File: src/hdl/hphc_pkg.sv
`timescale 1ns / 1ps
// ----------------------------------------------------------------------------
// hphc_pkg
// Shared types and constants for the heater preheat and hysteresis control.
// ----------------------------------------------------------------------------
package hphc_pkg;

    // configuration register indexes
    typedef enum logic [2:0] {
        CFG_TARGET_AD      = 3'd0,
        CFG_PREHEAT_TIME_S = 3'd1,
        CFG_MIN_ON_S       = 3'd2,
        CFG_MIN_OFF_S      = 3'd3,
        CFG_PREHEAT_HOLD_S = 3'd4
    } t_cfg_idx;

    localparam int CfgIdxW  = 3;
    localparam int CfgDataW = 10;

    typedef struct packed {
        logic [9:0] target_ad;
        logic [9:0] preheat_time_s;
        logic [7:0] min_on_s;
        logic [7:0] min_off_s;
        logic [7:0] preheat_hold_s;
    } t_cfg;

    localparam logic [9:0] RstTargetAd     = 10'd512;
    localparam logic [9:0] RstPreheatTimeS = 10'd90;
    localparam logic [7:0] RstMinOnS       = 8'd10;
    localparam logic [7:0] RstMinOffS      = 8'd10;
    localparam logic [7:0] RstPreheatHoldS = 8'd30;

    typedef struct packed {
        logic [9:0] temp_ad;
        logic       second_tick;
    } t_in_item;

    typedef struct packed {
        logic [2:0] heat_level;
        logic [2:0] display_phase;
        logic       preheat_done;
    } t_out_item;

    // display phase codes
    localparam logic [2:0] PcInit       = 3'd0;
    localparam logic [2:0] PcPreheat    = 3'd1;
    localparam logic [2:0] PcHold       = 3'd2;
    localparam logic [2:0] PcHotWait    = 3'd3;
    localparam logic [2:0] PcColdStart  = 3'd4;
    localparam logic [2:0] PcEarlyStart = 3'd5;
    localparam logic [2:0] PcEarlyStop  = 3'd6;

    // heater levels
    localparam logic [2:0] LvlOff  = 3'd0;
    localparam logic [2:0] LvlOn   = 3'd1;
    localparam logic [2:0] LvlInit = 3'd5;

    // thresholds and limits
    localparam logic [9:0]  NearTarget   = 10'd6;
    localparam logic [10:0] BandHigh     = 11'd8;
    localparam logic [10:0] EarlyStartUp = 11'd3;
    localparam logic [10:0] EarlyStopUp  = 11'd6;
    localparam logic [7:0]  DutyPeriod   = 8'd20;
    localparam logic [16:0] Stage2Extra  = 17'd120;
    localparam logic [16:0] Stage3Extra  = 17'd180;
    localparam logic [16:0] Stage4Extra  = 17'd240;
    localparam logic [9:0]  Diff10       = 10'd10;
    localparam logic [9:0]  Diff20       = 10'd20;
    localparam logic [9:0]  Diff30       = 10'd30;
    localparam logic [9:0]  Diff60       = 10'd60;
    localparam logic [3:0]  ShareNone    = 4'd0;
    localparam logic [3:0]  ShareFour    = 4'd4;
    localparam logic [3:0]  ShareSix     = 4'd6;
    localparam logic [3:0]  ShareTen     = 4'd10;
    localparam logic [15:0] SecMax16     = 16'hFFFF;
    localparam logic [7:0]  SecMax8      = 8'hFF;

endpackage

File: src/hdl/hphc_cfg_regs.sv
`timescale 1ns / 1ps
// ----------------------------------------------------------------------------
// hphc_cfg_regs
// Configuration register file, written through a plain write port.
// ----------------------------------------------------------------------------
module hphc_cfg_regs (
    input  logic                           i_clk,
    input  logic                           i_rst_n,
    input  logic                           i_cfg_we,
    input  logic [hphc_pkg::CfgIdxW-1:0]   i_cfg_idx,
    input  logic [hphc_pkg::CfgDataW-1:0]  i_cfg_data,
    output hphc_pkg::t_cfg                 o_cfg
);

    hphc_pkg::t_cfg r_cfg;

    always_ff @(posedge i_clk) begin
        if (!i_rst_n) begin
            r_cfg.target_ad      <= hphc_pkg::RstTargetAd;
            r_cfg.preheat_time_s <= hphc_pkg::RstPreheatTimeS;
            r_cfg.min_on_s       <= hphc_pkg::RstMinOnS;
            r_cfg.min_off_s      <= hphc_pkg::RstMinOffS;
            r_cfg.preheat_hold_s <= hphc_pkg::RstPreheatHoldS;
        end else if (i_cfg_we) begin
            unique case (i_cfg_idx)
                hphc_pkg::CFG_TARGET_AD:      r_cfg.target_ad      <= i_cfg_data;
                hphc_pkg::CFG_PREHEAT_TIME_S: r_cfg.preheat_time_s <= i_cfg_data;
                hphc_pkg::CFG_MIN_ON_S:       r_cfg.min_on_s       <= i_cfg_data[7:0];
                hphc_pkg::CFG_MIN_OFF_S:      r_cfg.min_off_s      <= i_cfg_data[7:0];
                hphc_pkg::CFG_PREHEAT_HOLD_S: r_cfg.preheat_hold_s <= i_cfg_data[7:0];
                default: begin
                end
            endcase
        end
    end

    assign o_cfg = r_cfg;

endmodule

File: src/hdl/hphc_ctrl.sv
`timescale 1ns / 1ps
// ----------------------------------------------------------------------------
// hphc_ctrl
// Thermostat state and per-sample decision logic: preheat duty cycle,
// hold after preheat, and bang-bang regulation with minimum on/off times.
// ----------------------------------------------------------------------------
module hphc_ctrl (
    input  logic                i_clk,
    input  logic                i_rst_n,
    input  logic                i_step,
    input  hphc_pkg::t_in_item  i_item,
    input  hphc_pkg::t_cfg      i_cfg,
    output hphc_pkg::t_out_item o_result
);

    typedef enum logic [1:0] {
        PH_INIT     = 2'd0,
        PH_PREHEAT  = 2'd1,
        PH_REGULATE = 2'd2
    } t_phase;

    t_phase      r_phase,     n_phase;
    logic [2:0]  r_level,     n_level;
    logic [15:0] r_pre_s,     n_pre_s;
    logic [7:0]  r_duty_s,    n_duty_s;
    logic [7:0]  r_hold_s,    n_hold_s;
    logic [7:0]  r_on_s,      n_on_s;
    logic [7:0]  r_off_s,     n_off_s;
    logic        r_heat_flag, n_heat_flag;
    logic [2:0]  r_code,      n_code;
    logic        w_done;

    // off share of the preheat duty cycle
    function automatic logic [3:0] off_share(input logic [15:0] ps,
                                             input logic [9:0] lim,
                                             input logic [9:0] diff);
        logic [16:0] ps_e;
        logic [16:0] lim_e;
        logic [3:0]  share;
        ps_e  = {1'b0, ps};
        lim_e = {7'b0, lim};
        if (ps_e < lim_e && diff > hphc_pkg::Diff30)
            share = hphc_pkg::ShareNone;
        else if (ps_e < lim_e + hphc_pkg::Stage2Extra && diff <= hphc_pkg::Diff30)
            share = hphc_pkg::ShareTen;
        else if (ps_e < lim_e + hphc_pkg::Stage3Extra && diff < hphc_pkg::Diff20)
            share = hphc_pkg::ShareSix;
        else if (ps_e < lim_e + hphc_pkg::Stage4Extra && diff < hphc_pkg::Diff10)
            share = hphc_pkg::ShareFour;
        else if (ps_e < lim_e + hphc_pkg::Stage3Extra && diff <= hphc_pkg::Diff60)
            share = hphc_pkg::ShareTen;
        else
            share = hphc_pkg::ShareNone;
        return share;
    endfunction

    logic [9:0]  w_diff;
    logic [10:0] w_t;
    logic [10:0] w_g;
    logic        w_tick;
    logic [15:0] w_pre_inc;
    logic [7:0]  w_duty_inc;
    logic [7:0]  w_duty_wrap;
    logic [3:0]  w_share;

    always_comb begin
        w_tick      = i_item.second_tick;
        w_t         = {1'b0, i_item.temp_ad};
        w_g         = {1'b0, i_cfg.target_ad};
        w_diff      = (i_cfg.target_ad > i_item.temp_ad) ?
                      (i_cfg.target_ad - i_item.temp_ad) : 10'd0;
        w_pre_inc   = (w_tick && r_pre_s != hphc_pkg::SecMax16) ? r_pre_s + 16'd1 : r_pre_s;
        w_duty_inc  = (w_tick && r_duty_s != hphc_pkg::SecMax8) ? r_duty_s + 8'd1 : r_duty_s;
        w_duty_wrap = (w_duty_inc > hphc_pkg::DutyPeriod) ? 8'd0 : w_duty_inc;
        w_share     = off_share(w_pre_inc, i_cfg.preheat_time_s, w_diff);

        n_phase     = r_phase;
        n_level     = r_level;
        n_pre_s     = r_pre_s;
        n_duty_s    = r_duty_s;
        n_hold_s    = r_hold_s;
        n_on_s      = r_on_s;
        n_off_s     = r_off_s;
        n_heat_flag = r_heat_flag;
        n_code      = r_code;
        w_done      = 1'b0;

        unique case (r_phase)
            PH_INIT: begin
                n_phase  = PH_PREHEAT;
                n_on_s   = 8'd0;
                n_off_s  = 8'd0;
                n_hold_s = 8'd0;
                n_pre_s  = 16'd0;
                n_level  = hphc_pkg::LvlInit;
            end
            PH_PREHEAT: begin
                if (w_diff < hphc_pkg::NearTarget) begin
                    n_hold_s    = i_cfg.preheat_hold_s;
                    n_heat_flag = 1'b0;
                    n_phase     = PH_REGULATE;
                    w_done      = 1'b1;
                    n_code      = hphc_pkg::PcHold;
                end else begin
                    n_pre_s  = w_pre_inc;
                    n_duty_s = w_duty_wrap;
                    n_level  = ({4'b0, w_duty_wrap} < {8'b0, w_share}) ?
                               hphc_pkg::LvlOff : hphc_pkg::LvlOn;
                    n_code   = hphc_pkg::PcPreheat;
                end
            end
            PH_REGULATE: begin
                if (w_t > w_g + hphc_pkg::BandHigh) begin
                    n_heat_flag = 1'b0;
                    n_code      = hphc_pkg::PcHotWait;
                end else if (w_t <= w_g) begin
                    n_heat_flag = 1'b1;
                    n_code      = hphc_pkg::PcColdStart;
                end else if (!r_heat_flag) begin
                    if (r_off_s > i_cfg.min_off_s && w_t <= w_g + hphc_pkg::EarlyStartUp) begin
                        n_heat_flag = 1'b1;
                        n_code      = hphc_pkg::PcEarlyStart;
                    end
                end else begin
                    if (r_on_s > i_cfg.min_on_s && w_t > w_g + hphc_pkg::EarlyStopUp) begin
                        n_heat_flag = 1'b0;
                        n_code      = hphc_pkg::PcEarlyStop;
                    end
                end
                n_level = {2'b0, n_heat_flag};
            end
            default: begin
                // unused phase value falls back to preheat
                n_phase = PH_PREHEAT;
            end
        endcase

        // forced-off hold after preheat
        if (n_hold_s != 8'd0) begin
            if (w_tick)
                n_hold_s = n_hold_s - 8'd1;
            n_level = hphc_pkg::LvlOff;
        end

        if (n_heat_flag) begin
            if (w_tick && n_on_s != hphc_pkg::SecMax8)
                n_on_s = n_on_s + 8'd1;
            n_off_s = 8'd0;
        end else begin
            if (w_tick && n_off_s != hphc_pkg::SecMax8)
                n_off_s = n_off_s + 8'd1;
            n_on_s = 8'd0;
        end
    end

    always_ff @(posedge i_clk) begin
        if (!i_rst_n) begin
            r_phase     <= PH_INIT;
            r_level     <= 3'd0;
            r_pre_s     <= 16'd0;
            r_duty_s    <= 8'd0;
            r_hold_s    <= 8'd0;
            r_on_s      <= 8'd0;
            r_off_s     <= 8'd0;
            r_heat_flag <= 1'b0;
            r_code      <= hphc_pkg::PcInit;
        end else if (i_step) begin
            r_phase     <= n_phase;
            r_level     <= n_level;
            r_pre_s     <= n_pre_s;
            r_duty_s    <= n_duty_s;
            r_hold_s    <= n_hold_s;
            r_on_s      <= n_on_s;
            r_off_s     <= n_off_s;
            r_heat_flag <= n_heat_flag;
            r_code      <= n_code;
        end
    end

    assign o_result.heat_level    = n_level;
    assign o_result.display_phase = n_code;
    assign o_result.preheat_done  = w_done;

    a_done_enters_regulate: assert property (@(posedge i_clk) disable iff (!i_rst_n)
        i_step && w_done |=> r_phase == PH_REGULATE && !r_heat_flag)
        else $error("preheat done did not enter regulation with heater off");

    a_on_off_exclusive: assert property (@(posedge i_clk) disable iff (!i_rst_n)
        r_on_s != 8'd0 |-> r_off_s == 8'd0)
        else $error("on and off second counters both running");

    a_duty_in_period: assert property (@(posedge i_clk) disable iff (!i_rst_n)
        r_duty_s <= hphc_pkg::DutyPeriod)
        else $error("duty second counter beyond its period");

endmodule

File: src/hdl/heater_preheat_and_hysteresis_control.sv
`timescale 1ns / 1ps
// path: an input item is held in the input register, then passes the decision
//   logic into the result register once that register is free or being read
// throughput: one item per cycle while the output is read, one state update per item
// reset: synchronous active-low; state and configuration registers reload their
//   defaults, the next item is treated as the initialization item and answers level 5
// ----------------------------------------------------------------------------
// heater_preheat_and_hysteresis_control
// Heater controller: timed preheat duty cycle, hold after reaching target,
// then hysteresis regulation with minimum on and off times.
// ----------------------------------------------------------------------------
module heater_preheat_and_hysteresis_control (
    input  logic                           i_clk,
    input  logic                           i_rst_n,
    input  logic                           i_cfg_we,
    input  logic [hphc_pkg::CfgIdxW-1:0]   i_cfg_idx,
    input  logic [hphc_pkg::CfgDataW-1:0]  i_cfg_data,
    input  logic                           i_in_valid,
    output logic                           o_in_ready,
    input  hphc_pkg::t_in_item             i_in_data,
    output logic                           o_out_valid,
    input  logic                           i_out_ready,
    output hphc_pkg::t_out_item            o_out_data
);

    hphc_pkg::t_cfg      w_cfg;
    hphc_pkg::t_out_item w_result;
    hphc_pkg::t_in_item  r_in_data;
    hphc_pkg::t_out_item r_out_data;
    logic                r_in_valid;
    logic                r_out_valid;
    logic                w_move;
    logic                w_in_xfer;

    hphc_cfg_regs u_cfg (
        .i_clk      (i_clk),
        .i_rst_n    (i_rst_n),
        .i_cfg_we   (i_cfg_we),
        .i_cfg_idx  (i_cfg_idx),
        .i_cfg_data (i_cfg_data),
        .o_cfg      (w_cfg)
    );

    hphc_ctrl u_ctrl (
        .i_clk    (i_clk),
        .i_rst_n  (i_rst_n),
        .i_step   (w_move),
        .i_item   (r_in_data),
        .i_cfg    (w_cfg),
        .o_result (w_result)
    );

    // item leaves the input register when the result register is free or being read
    assign w_move     = r_in_valid && (!r_out_valid || i_out_ready);
    assign o_in_ready = !r_in_valid || w_move;
    assign w_in_xfer  = i_in_valid && o_in_ready;

    always_ff @(posedge i_clk) begin
        if (!i_rst_n) begin
            r_in_valid  <= 1'b0;
            r_out_valid <= 1'b0;
        end else begin
            if (w_in_xfer)
                r_in_valid <= 1'b1;
            else if (w_move)
                r_in_valid <= 1'b0;
            if (w_move)
                r_out_valid <= 1'b1;
            else if (i_out_ready)
                r_out_valid <= 1'b0;
        end
    end

    always_ff @(posedge i_clk) begin
        if (w_in_xfer)
            r_in_data <= i_in_data;
        if (w_move)
            r_out_data <= w_result;
    end

    assign o_out_valid = r_out_valid;
    assign o_out_data  = r_out_data;

    a_in_held: assert property (@(posedge i_clk) disable iff (!i_rst_n)
        r_in_valid && !w_move |=> r_in_valid && $stable(r_in_data))
        else $error("pending input item lost or changed");

    a_done_is_hold: assert property (@(posedge i_clk) disable iff (!i_rst_n)
        o_out_valid && o_out_data.preheat_done |->
            o_out_data.display_phase == hphc_pkg::PcHold)
        else $error("preheat done without hold phase");

    a_move_fills_out: assert property (@(posedge i_clk) disable iff (!i_rst_n)
        w_move |=> o_out_valid)
        else $error("result register not filled after decision");

endmodule
File: config.mk
export PLATFORM = sky130hd
export DESIGN_NAME = heater_preheat_and_hysteresis_control
export DESIGN_NICKNAME = d
export VERILOG_FILES = /design/src/hdl/hphc_pkg.sv /design/src/hdl/hphc_cfg_regs.sv /design/src/hdl/hphc_ctrl.sv /design/src/hdl/heater_preheat_and_hysteresis_control.sv
export SDC_FILE = /design/constraint.sdc
export NUM_CORES = 1
export LEC_CHECK = 0
export BUFFER_PORTS_ARGS = -buffer_cell sky130_fd_sc_hd__buf_2
export CAP_MARGIN = 20
export CORE_MARGIN = 3
export CORE_UTILIZATION = 40
export CTS_CLUSTER_SIZE = 30
export DETAILED_ROUTE_END_ITERATION = 10
export PLACE_DENSITY = 0.68
export SLEW_MARGIN = 10
export SYNTH_ARGS = -nofsm -noshare
export SYNTH_HDL_FRONTEND = slang
export SYNTH_SLANG_ARGS = --single-unit
export TNS_END_PERCENT = 20
File: constraint.sdc
create_clock -name i_clk -period 4.7 [get_ports i_clk]
set_input_delay 0.235 -clock i_clk [delete_from_list [all_inputs] [get_ports i_clk]]
set_output_delay 0.235 -clock i_clk [all_outputs]
set_load 0.01 [all_outputs]
=== Word level (Yosys, flattened, before mapping) ===
Cells that the tools add are included.

* Flip-flop bits (word level): 121
* Input bits: 29
* Output and inout port bits: 9

* Add/subtract/negate cells: 12
* $lt $le $gt $ge: 19
* Eq/ne operators: 12
* Multiplexer cells: 46
* Bitwise logic cells: 2
* Reduce and logical (&&, ||, !) cells: 31

{| class="wikitable"
|+ Operator list
! kind !! count
|-
| 8-bit 2-to-1 mux || 11
|-
| 16-bit by 17-bit less-than comparator with 1-bit output || 3
|-
| 16-bit 2-to-1 mux || 2
|-
| 16-bit case mux with 2 select lines || 1
|-
| 8-bit by 1-bit adder with 8-bit output, second input constant || 3
|-
| 8-bit != test, second input constant || 3
|-
| 10-bit by 8-bit adder with 11-bit output, second input constant || 2
|-
| 10-bit by 11-bit > comparator with 1-bit output || 2
|-
| 3-bit 2-to-1 mux || 7
|-
| 4-bit 2-to-1 mux || 5
|-
| 16-bit by 1-bit adder with 16-bit output, second input constant || 1
|-
| 8-bit > comparator || 2
|-
| 16-bit by 10-bit less-than comparator with 1-bit output || 1
|-
| 16-bit != test, second input constant || 1
|-
| 8-bit case mux with 2 select lines || 1
|-
| 1-bit logical AND || 13
|-
| 1-bit 2-to-1 mux || 12
|-
| 10-bit by 2-bit adder with 11-bit output, second input constant || 1
|-
| 10-bit by 3-bit adder with 11-bit output, second input constant || 1
|-
| 10-bit by 4-bit adder with 11-bit output, second input constant || 1
|-
| 10-bit by 7-bit adder with 11-bit output, second input constant || 1
|-
| 10-bit by 11-bit less-or-equal comparator with 1-bit output || 1
|-
| 10-bit > comparator || 1
|-
| 10-bit by 5-bit > comparator with 1-bit output, second input constant || 1
|-
| other kinds (32) || 45
|}

=== Depth between registers and ports, before layout ===
Gate-level depths: netlist of run 1.

* Word-level depth: 15
* Mapped depth: 22
* Mapped depth without buffers: 22

=== By module ===
A second synthesis of run 1 with hierarchy kept.

* Cells, all modules: 1156
* Area, all modules: 9466.6 µm²

{| class="wikitable"
|+ Modules (own cells, without submodules)
! module !! instances !! cells an instance !! area each (µm²) !! seq. area each (µm²)
|-
| hphc_ctrl || 1 || 964 || 7091.8 || 1141.1
|-
| hphc_cfg_regs || 1 || 165 || 1730.4 || 880.8
|-
| heater_preheat_and_hysteresis_control || 1 || 27 || 644.4 || 580.6
|}

=== Least setup slack after synthesis of run 1 ===
No wires, ideal clock.

* Path type: register to register
* From: register u_ctrl.r_pre_s[0]
* To: register r_out_data, in the netlist o_out_data[4], data pin
* Library setup time: 0.267 ns
* Arrival: 3.981 ns
* Slack: 0.452 ns
* Cell stages (with the launch flop): 20
* Cells stage by stage: dfxtp_1 -> ha_1 -> nand4_1 -> o41ai_4 -> or3_1 -> xnor2_1 -> ha_1 -> a21o_1 -> a21o_1 -> a21o_1 -> a211oi_1 -> a21oi_1 -> a2111oi_0 -> o21ai_1 -> nand3_1 -> ha_1 -> a21oi_1 -> a221oi_1 -> o31ai_1 -> a21oi_1

* Longest elaborated chain between the ends: 15
* Elaborated cells between the ends (all ways): 23

{| class="wikitable"
|+ Ends and longest elaborated chain
! item !! line !! RTL
|-
| from (decl) || hphc_ctrl.sv:24 || <nowiki>logic [15:0] r_pre_s, n_pre_s;</nowiki>
|-
| from (signal assigned) || hphc_ctrl.sv:170 || <nowiki>r_pre_s <= n_pre_s;</nowiki>
|-
| branches (longest 2 deep; another with 16-bit by 1-bit adder with 16-bit output) || n/a ||
|-
| 16-bit 2-to-1 mux (*) || hphc_ctrl.sv:72 || <nowiki>w_pre_inc = (w_tick && r_pre_s != hphc_pkg::SecMax16) ? r_pre_s + 16'd1 : r_pre_s;</nowiki>
|-
| 16-bit by 17-bit less-than comparator with 1-bit output || hphc_ctrl.sv:46, hphc_ctrl.sv:50 ||
|-
| 1-bit logical AND || hphc_ctrl.sv:50 || <nowiki>else if (ps_e < lim_e + hphc_pkg::Stage3Extra && diff <= hphc_pkg::Diff60)</nowiki>
|-
| 4-bit 2-to-1 mux || hphc_ctrl.sv:50 ||
|-
| 4-bit 2-to-1 mux || hphc_ctrl.sv:48 || <nowiki>else if (ps_e < lim_e + hphc_pkg::Stage4Extra && diff < hphc_pkg::Diff10)</nowiki>
|-
| 4-bit 2-to-1 mux || hphc_ctrl.sv:46 || <nowiki>else if (ps_e < lim_e + hphc_pkg::Stage3Extra && diff < hphc_pkg::Diff20)</nowiki>
|-
| 4-bit 2-to-1 mux || hphc_ctrl.sv:44 || <nowiki>else if (ps_e < lim_e + hphc_pkg::Stage2Extra && diff <= hphc_pkg::Diff30)</nowiki>
|-
| 4-bit 2-to-1 mux (*) || hphc_ctrl.sv:42 || <nowiki>if (ps_e < lim_e && diff > hphc_pkg::Diff30)</nowiki>
|-
| 8-bit by 4-bit less-than comparator with 1-bit output (*) || hphc_ctrl.sv:107 || <nowiki>n_level = ({4'b0, w_duty_wrap} < {8'b0, w_share}) ?</nowiki>
|-
| 1-bit 2-to-1 mux (*) || hphc_ctrl.sv:107 ||
|-
| 3-bit 2-to-1 mux (*) || hphc_ctrl.sv:98 || <nowiki>if (w_diff < hphc_pkg::NearTarget) begin</nowiki>
|-
| 3-bit case mux with 3 select lines (*) || hphc_ctrl.sv:88 || <nowiki>unique case (r_phase)</nowiki>
|-
| 3-bit 2-to-1 mux (*) || hphc_ctrl.sv:139 || <nowiki>if (n_hold_s != 8'd0) begin</nowiki>
|-
| via u_ctrl.n_level[0] || hphc_ctrl.sv:23 || <nowiki>logic [2:0] r_level, n_level;</nowiki>
|-
| to (signal assigned) || heater_preheat_and_hysteresis_control.sv:78 || <nowiki>r_out_data <= w_result;</nowiki>
|-
| to (decl) || heater_preheat_and_hysteresis_control.sv:29 || <nowiki>hphc_pkg::t_out_item r_out_data;</nowiki>
|}

Mark *: on every way through the listed nets, which the timed path passes.
A chain may end at the register's enable or synchronous reset.

=== Worst setup path after layout of run 1 ===
* From: register u_cfg.r_cfg, in the netlist u_cfg.o_cfg[34]
* To: register u_ctrl.r_hold_s[1]

* Longest elaborated chain between the ends: 8
* Elaborated cells between the ends (all ways): 10

{| class="wikitable"
|+ Ends and longest elaborated chain
! item !! line !! RTL
|-
| from (decl) || hphc_cfg_regs.sv:15 || <nowiki>hphc_pkg::t_cfg r_cfg;</nowiki>
|-
| 10-bit subtractor / 10-bit > comparator (equally long branches) || hphc_ctrl.sv:71, hphc_ctrl.sv:70 ||
|-
| 10-bit 2-to-1 mux (*) || hphc_ctrl.sv:70 || <nowiki>w_diff = (i_cfg.target_ad > i_item.temp_ad) ?</nowiki>
|-
| 10-bit by 3-bit less-than comparator with 1-bit output (*) || hphc_ctrl.sv:98 ||
|-
| 8-bit 2-to-1 mux (*) || hphc_ctrl.sv:98 ||
|-
| 8-bit case mux with 2 select lines (*) || hphc_ctrl.sv:88 ||
|-
| 8-bit by 1-bit subtractor with 8-bit output || hphc_ctrl.sv:141 || <nowiki>n_hold_s = n_hold_s - 8'd1;</nowiki>
|-
| 8-bit 2-to-1 mux || hphc_ctrl.sv:140 || <nowiki>if (w_tick)</nowiki>
|-
| 8-bit 2-to-1 mux (*) || hphc_ctrl.sv:139 ||
|-
| to (signal assigned) || hphc_ctrl.sv:172 || <nowiki>r_hold_s <= n_hold_s;</nowiki>
|-
| to (decl) || hphc_ctrl.sv:26 || <nowiki>logic [7:0] r_hold_s, n_hold_s;</nowiki>
|}

Every way passes the cells marked *; elsewhere a longest branch is shown, timed or not.

==> metrics.yaml, run 1 <==
synth_seq_area_share_pct: 27.6
nets: 1366
ys_ff_latch: 121
fin_worst_skew_ns: 0.00788
hold_depth: 3
syn_nets: 1314
final_hold_viol_count: 0
drive_gt1_share_pct: 11.7
period_share_pct: 95.3
routabilityCongestion: 0.919
path_clk_slew_ns: 0.06
final_cell_area_sq_mm: 0.0109
dieArea_sq_mm: 0.0254
max_cap_viol_count: 0
path_class: "reg2reg"
start_util_pct: 41.1
htreeDepth: 4
period_minus_slack_ns: 4.48
die_y_um: 159
p_leak_nw: 4.33
drv_slew: 0
fin_cells: 1553
ff2ff_path_depth: 19
grt.total_usage_pct: 19.8
grt_max_degree: 52
crit_path_end_kind: "flop"
final_cell_mix: "nand2_1, ha_1, dfxtp_1"
clock-root-buffer: "clkbuf_16"
final_common_cell: "nand2_1"
ys_types: 78
slew_headroom_pct: 42.1
synth_compound_gate_area_share_pct: 23.2
required_ns: 5.06
drt-total-wl_um: 25300
p_per_area_mw_per_mm2: 269
core_area_sq_mm: 0.0229
regToRegSetupSlack_ns: 0.22
synth-adder-area-share_pct: 14.7
syn_inst: 1175
muxShareOfSynthArea_pct: 0.930
place_inst: 1498
crit_arrival_ns: 4.84
syn_area_per_cell_sq_um: 8.01
synth_xor_area_share_pct: 5.77
worst_pin_slew_ns: 0.867
synth.cell_area_sq_mm: 0.00942
viasPerCell: 5.61
num_rows: 55
status: "complete, no violations"
holdCritStartpoint: "i_in_valid"
synth_edf_count: 18
wl_per_cell_um: 16.3
drc: 0
vias: 8720
ant_nets: 0
rr_endpoint: "u_ctrl.r_hold_s[1]$_SDFFE_PN0P_"
portBuffers: 37
ios: 38
fin_total_pwr_mw: 2.93
hold_end: "r_in_valid$_SDFFE_PN0P_"
vdd_drop_max_v: 0.000241
insertion_delay_ns: 0.43
min_path_type: "in2reg"
async_reset_ff_share_pct: 0
clockBufferDepth: 2
dpl.hpwl_um: 18300
grt_pass1_vias: 8380
area_growth_syn_to_layout_pct: 15.4
fmax_mhz: 223
crit-reg2reg-launch: "u_cfg.o_cfg[34]$_SDFFE_PN0P_"
finalSetupViolations: 0
gr-total-overflow: 0
die_x_um: 159
clock_sinks: 121
placed_area_sq_mm: 0.00995
antenna_cells: 0
cp-start-kind: "flop"
synth_top_family_by_area: "compound AO/OA/AOI/OAI gates"
ys_warn_count: 0
first_pass_iters: 5
synth_ff_type: "dfxtp_1"
cts_tree: "built"
crit_fanout: 10
synth-simple-area-share_pct: 23.1
drtIter0Drc: 566
rsz0062_at_grt: "yes"
numCtsBuffers: 17
grt_antenna_before_repair: 0
grt_pass1_wl_um: 41700
==> flip-flops by register name (all words and copies together) (netlist names) <==
name and count:
u_ctrl.r_code 3, u_ctrl.r_heat_flag 1, u_ctrl.r_off_s 8, u_ctrl.r_phase 2, u_ctrl.r_level 3, r_in_valid 1, u_ctrl.r_duty_s 8, r_in_data 11
o_out_valid 1, o_out_data 7, u_ctrl.r_pre_s 16, u_ctrl.r_on_s 8, u_ctrl.r_hold_s 8, u_cfg.o_cfg 44
==> where the power goes <==
part | switching, mW | total, mW | leakage [nW] | internal, mW
Sequential | 0.0291 | 1.11 | 1.01 | 1.08
Combinational | 0.258 | 0.420 | 3.03 | 0.162
Clock | 0.505 | 1.39 | 0.288 | 0.888
==> layer usage <==
metal	wire length (um)	vias up	track usage, %	share of wire (%)
li1	-	4341	-	-
met1	11500	4122	25.9	46
met2	11800	218	33.0	47
met3	1310	39	2.91	5.2
met4	597	0	7.32	2.4
met5	0	-	0	0
==> critical path, stage by stage, from the launching register on <==
cell and delay, ns:
dfxtp_1 0.31, inv_1 0.09, ha_1 0.18, inv_1 0.06, fa_1 0.45, a21o_1 0.24, a221o_1 0.32, o32ai_1 0.27
nand2_1 0.15, o211a_1 0.18, a2bb2oi_1 0.20, buf_4 0.24, and3_1 0.20, a21oi_2 0.18, ha_1 0.21, nand3_1 0.08
mux2_4 0.29, or2_1 0.35, a22o_1 0.30, a21oi_2 0.11
==> cell usage after synthesis, drive strengths merged, types with 4 or more instances <==
| master | count | area share [%] |
|---|---|---|
| o211ai | 16 | 1.4 |
| and3 | 12 | 0.80 |
| and2 | 16 | 1.1 |
| o211a | 4 | 0.43 |
| nor2b | 27 | 1.8 |
| nand3b | 4 | 0.32 |
| or3 | 10 | 0.66 |
| nand3 | 48 | 2.6 |
| or2 | 9 | 0.60 |
| ha | 109 | 14 |
| a21o | 19 | 1.5 |
| o21a | 16 | 1.3 |
| o22ai | 5 | 0.40 |
| a21boi | 52 | 4.1 |
| mux2i | 5 | 0.53 |
| a22oi | 12 | 0.96 |
| o32ai | 4 | 0.37 |
| clkbuf | 44 | 1.8 |
| nor3 | 22 | 1.2 |
| xor2 | 25 | 2.3 |
| o31a | 6 | 0.56 |
| dfxtp | 103 | 22 |
| edfxtp | 18 | 5.7 |
| nor2 | 59 | 2.4 |
| and4 | 4 | 0.37 |
| a21oi | 63 | 3.4 |
| a211oi | 9 | 0.88 |
| nor4 | 7 | 0.47 |
| nand4 | 22 | 1.5 |
| o21ai | 57 | 3.0 |
| o31ai | 11 | 0.88 |
| nor4b | 4 | 0.37 |
| buf | 5 | 0.43 |
| a221oi | 4 | 0.37 |
| nand4b | 4 | 0.37 |
| o2111ai | 5 | 0.47 |
| xnor2 | 37 | 3.4 |
| nand2 | 176 | 7.0 |
| nand2b | 9 | 0.60 |
| a31oi | 7 | 0.47 |
| nor3b | 7 | 0.56 |
| inv | 62 | 2.5 |
==> cell type report <==
| cell class | count | area, sq um |
|---|---|---|
| Fill cell | 2227 | 12100 |
| Multi-Input combinational cell | 941 | 6460 |
| Sequential cell | 121 | 2610 |
| Timing Repair Buffer | 82 | 551 |
| Clock buffer | 21 | 440 |
| Tap cell | 313 | 392 |
| Inverter | 64 | 240 |
| Clock inverter | 11 | 170 |
==> logic make-up (layout without fill, tap and decap cells) <==
family	Yosys count	after routing
buf+inv	113	178
mux	8	8
xor+xnor	62	62
compound gates	316	316
simple gates	445	445
fa+ha+maj	110	110
flops	121	121
==> what timing repair did <==
| action | 4_1_cts | 5_1_grt |
|---|---|---|
| hold buffers | 11 | 0 |
| gates resized for setup | 2 | 26 |
| setup endpoints to repair | 1 | 13 |
| pin swaps | 0 | 11 |
| endpoints found under the hold margin | 11 | 0 |
| setup buffers | 0 | 12 |
==> through the flow <==
step	utilization, %	TNS, ns	setup WS, ns	hold slack, ns
after floorplan	-	0	0.452	0.334
after global placement	43.4	0	0.221	0.411
after detailed placement	43.4	0	0.0228	0.413
after CTS	46.6	0	0.0838	0.0525
after global routing	47.4	-0.0483	-0.0177	0.0716
final	47.4	0	0.221	0.0528
==> worst max-delay path by stage <==
stage,from,to,slack [ns],cells past startpoint
2_1_floorplan,u_ctrl.r_pre_s[0]$_SDFFE_PN0P_,o_out_data[4]$_DFFE_PP_,0.45,19
3_3_place_gp,u_ctrl.r_pre_s[0]$_SDFFE_PN0P_,o_out_data[4]$_DFFE_PP_,0.22,19
3_5_place_dp,u_ctrl.r_pre_s[0]$_SDFFE_PN0P_,o_out_data[4]$_DFFE_PP_,0.02,19
4_1_cts,u_ctrl.r_pre_s[0]$_SDFFE_PN0P_,o_out_data[4]$_DFFE_PP_,0.08,19
5_1_grt,u_ctrl.r_pre_s[1]$_SDFFE_PN0P_,o_out_data[4]$_DFFE_PP_,-0.02,19
6_report,u_cfg.o_cfg[34]$_SDFFE_PN0P_,u_ctrl.r_hold_s[1]$_SDFFE_PN0P_,0.22,19
No activity file was read; power rests on OpenSTA's default activity.
==> run 2, diff against run 1 <==
--- a/config.mk
+++ b/config.mk
@@ -11,7 +11,10 @@
 export CORE_UTILIZATION = 40
 export CTS_CLUSTER_SIZE = 30
 export DETAILED_ROUTE_END_ITERATION = 10
+export MAX_ROUTING_LAYER = met4
 export PLACE_DENSITY = 0.68
+export SETUP_SLACK_MARGIN = 0.02
+export SKIP_LAST_GASP = 1
 export SLEW_MARGIN = 10
 export SYNTH_ARGS = -nofsm -noshare
 export SYNTH_HDL_FRONTEND = slang
==> run 2 against run 1 <==
Sequential share of layout area is 0.12 points higher. Worst hold slack better by 0.025 ns. Utilization is 0.32 points lower. Register-to-register slack better by 0.03 ns. Clock-buffer cell count is 2 lower. Setup slack better by 0.032 ns. Via count is 0.87% lower. Sequential power hardly changed. Sequential cell count stayed put. Final area is 0.67% lower. First-iteration DRC count is 3.7% higher. Clock skew is 0.0078 ns higher. Critical endpoint is now o_out_data[4]$_DFFE_PP_. Largest power group unchanged.
==> metrics.yaml, run 2 (synthesis results as in run 1) <==
antenna_cells: 0  # unchanged
placed_area_sq_mm: 0.00999  # +0.38%
crit_slowest_cell: "dfxtp_2"
drc: 0  # unchanged
ant_nets: 0  # unchanged
setup_tns_ns: 0  # unchanged
crit_arrival_ns: 4.61  # -0.23 ns
viasPerCell: 5.57  # -0.74%
critPathBufInv: 3  # unchanged
clock_sinks: 121  # unchanged
gr-total-overflow: 0  # unchanged
fin_ws_ns: 0.253  # +0.0319 ns
drtIter0Drc: 587  # +3.7%
regToRegSetupSlack_ns: 0.25  # +0.03 ns
grt.total_usage_pct: 20.4  # +0.60 points
area_growth_syn_to_layout_pct: 14.6
final_hold_viol_count: 0  # unchanged
start_util_pct: 41.1  # unchanged
fmax_mhz: 225  # +0.72%
routabilityCongestion: 0.940  # +2.3%
clockBufferDepth: 2  # unchanged
min_path_type: "in2reg"
grt_max_degree: 58  # +12%
ios: 38  # unchanged
path_class: "reg2reg"
numCtsBuffers: 17  # unchanged
slew_headroom_pct: 31.4  # -11 points
path_clk_slew_ns: 0.06  # about the same
period_share_pct: 94.6  # -0.68 points
p_per_area_mw_per_mm2: 268  # -0.56%
grt_pass1_vias: 8323  # -0.68%
path_cells: "ha_1 > nand4_1 > o41ai_4 > buf_4 > inv_1 > nand4_1 > xnor2_1 > buf_4 > ha_1 > o21a_1 > o21ai_0 > a21oi_1 > o221ai_1 > nand4b_1 > o21ai_1 > nand3_1 > ha_1 > a21oi_1 > a221oi_1 > o31ai_1 > a21oi_1"
fin_cells: 1551  # -0.13%
largest_reg_flops: 44  # unchanged
top_usage_layer: "met2"
slowest_delay_ns: 0.37  # -0.08 ns
drt-total-wl_um: 25000  # -0.93%
rsz0062_at_grt: "yes"
final_common_cell: "nand2_1"
insertion_delay_ns: 0.42  # about the same
crit_fanout: 6  # -4
max_cap_viol_count: 0  # unchanged
wl_per_cell_um: 16.1  # -0.80%
dieArea_sq_mm: 0.0254  # unchanged
crit_path_end_kind: "flop"
die_y_um: 159  # unchanged
grt_antenna_before_repair: 0  # unchanged
first_pass_iters: 5  # unchanged
period_minus_slack_ns: 4.45  # -0.0319 ns
portBuffers: 37  # unchanged
status: "complete, no violations"
core_area_sq_mm: 0.0229  # unchanged
use_met1_pct: 25.9  # +0.029 points
worst_pin_slew_ns: 1.03  # +0.163 ns
clock-root-buffer: "clkbuf_16"
drv_slew: 0  # unchanged
drive_gt1_share_pct: 10.7  # -0.95 points
cts_tree: "built"
final_cell_mix: "nand2_1, ha_1, dfxtp_1"
num_rows: 55  # unchanged
htreeDepth: 4  # unchanged
grt_pass1_wl_um: 41700  # about the same
place_inst: 1503  # +0.33%
required_ns: 4.86  # -0.20 ns
grt_util_met2_pct: 33.7  # +0.64 points
finalSetupViolations: 0  # unchanged
critPathTopFamily: "compound AO/OA/AOI/OAI gates"
die_x_um: 159  # unchanged
cp-start-kind: "flop"
place_ws_ns: 0.161  # +0.138 ns
vdd_drop_max_v: 0.000267  # +11%
dpl.hpwl_um: 18700  # +2.2%
nets: 1364  # -0.15%
final_cell_area_sq_mm: 0.0108  # -0.67%
vias: 8644  # -0.87%
grtUsageMet3_pct: 3.49  # +0.57 points
hold_slack_ns: 0.0778  # +0.0249 ns
p_leak_nw: 4.30  # -0.87%
fin_worst_skew_ns: 0.0157  # +0.00779 ns
==> run 2: worst register-to-register path: cells and delay by family (launching register included) <==
kind / cells / cell delay, ns
buffers and inverters: 3 / 0.45
DFF: 1 / 0.37
adders and majority gates: 3 / 0.76
xor gates and xnor gates: 1 / 0.18
AOI/OAI and AO/OA: 10 / 1.88
and+or+nand+nor: 4 / 0.55
==> run 2: layout make-up <==
class / instances / area, sq um
well taps: 313 / 392
flip-flops and latches: 121 / 2610
clock buffers: 19 / 433
repair buffers: 80 / 536
fillers: 2264 / 12100
clock inverters: 13 / 170
inverters: 64 / 240
multi-input cells: 941 / 6410
==> run 2: worst paths after layout <==
kind,start,to,cells after the start
worst max register to register,u_ctrl.r_pre_s[1]$_SDFFE_PN0P_,o_out_data[4]$_DFFE_PP_,21
worst min register to register,u_ctrl.r_level[1]$_SDFFE_PN0P_,u_ctrl.r_level[1]$_SDFFE_PN0P_,2
worst max-delay path,u_ctrl.r_pre_s[1]$_SDFFE_PN0P_,o_out_data[4]$_DFFE_PP_,21
worst min-delay path,i_in_valid,r_in_valid$_SDFFE_PN0P_,3
==> run 2: what timing repair did <==
action                                  in CTS  in global routing
hold buffers                                11                  0
gates resized for setup                      0                 15
endpoints found under the hold margin       11                  0
endpoints found under the setup margin       0                 13
setup buffers                                0                  5
==> run 2: per-layer routing <==
layer	wire length [um]	vias to the layer above
met5	0	-
met4	501	0
met3	1110	41
met2	11800	185
met1	11700	4085
li1	-	4333
==> run 2: power breakdown <==
| group | switching (mW) | total, mW | leakage, nW | internal (mW) |
|---|---|---|---|---|
| Clock | 0.516 | 1.36 | 0.284 | 0.839 |
| Combinational | 0.259 | 0.423 | 3.00 | 0.164 |
| Sequential | 0.0283 | 1.11 | 1.01 | 1.08 |
| Total | 0.803 | 2.89 | 4.30 | 2.09 |
==> run 2: through the flow <==
stage	power [mW]	util (%)
2_1_floorplan	1.42	-
4_1_cts	2.90	46.7
5_1_grt	3.01	47.1
6_report	2.89	47.1
3_5_place_dp	1.54	43.6
3_3_place_gp	1.53	43.6
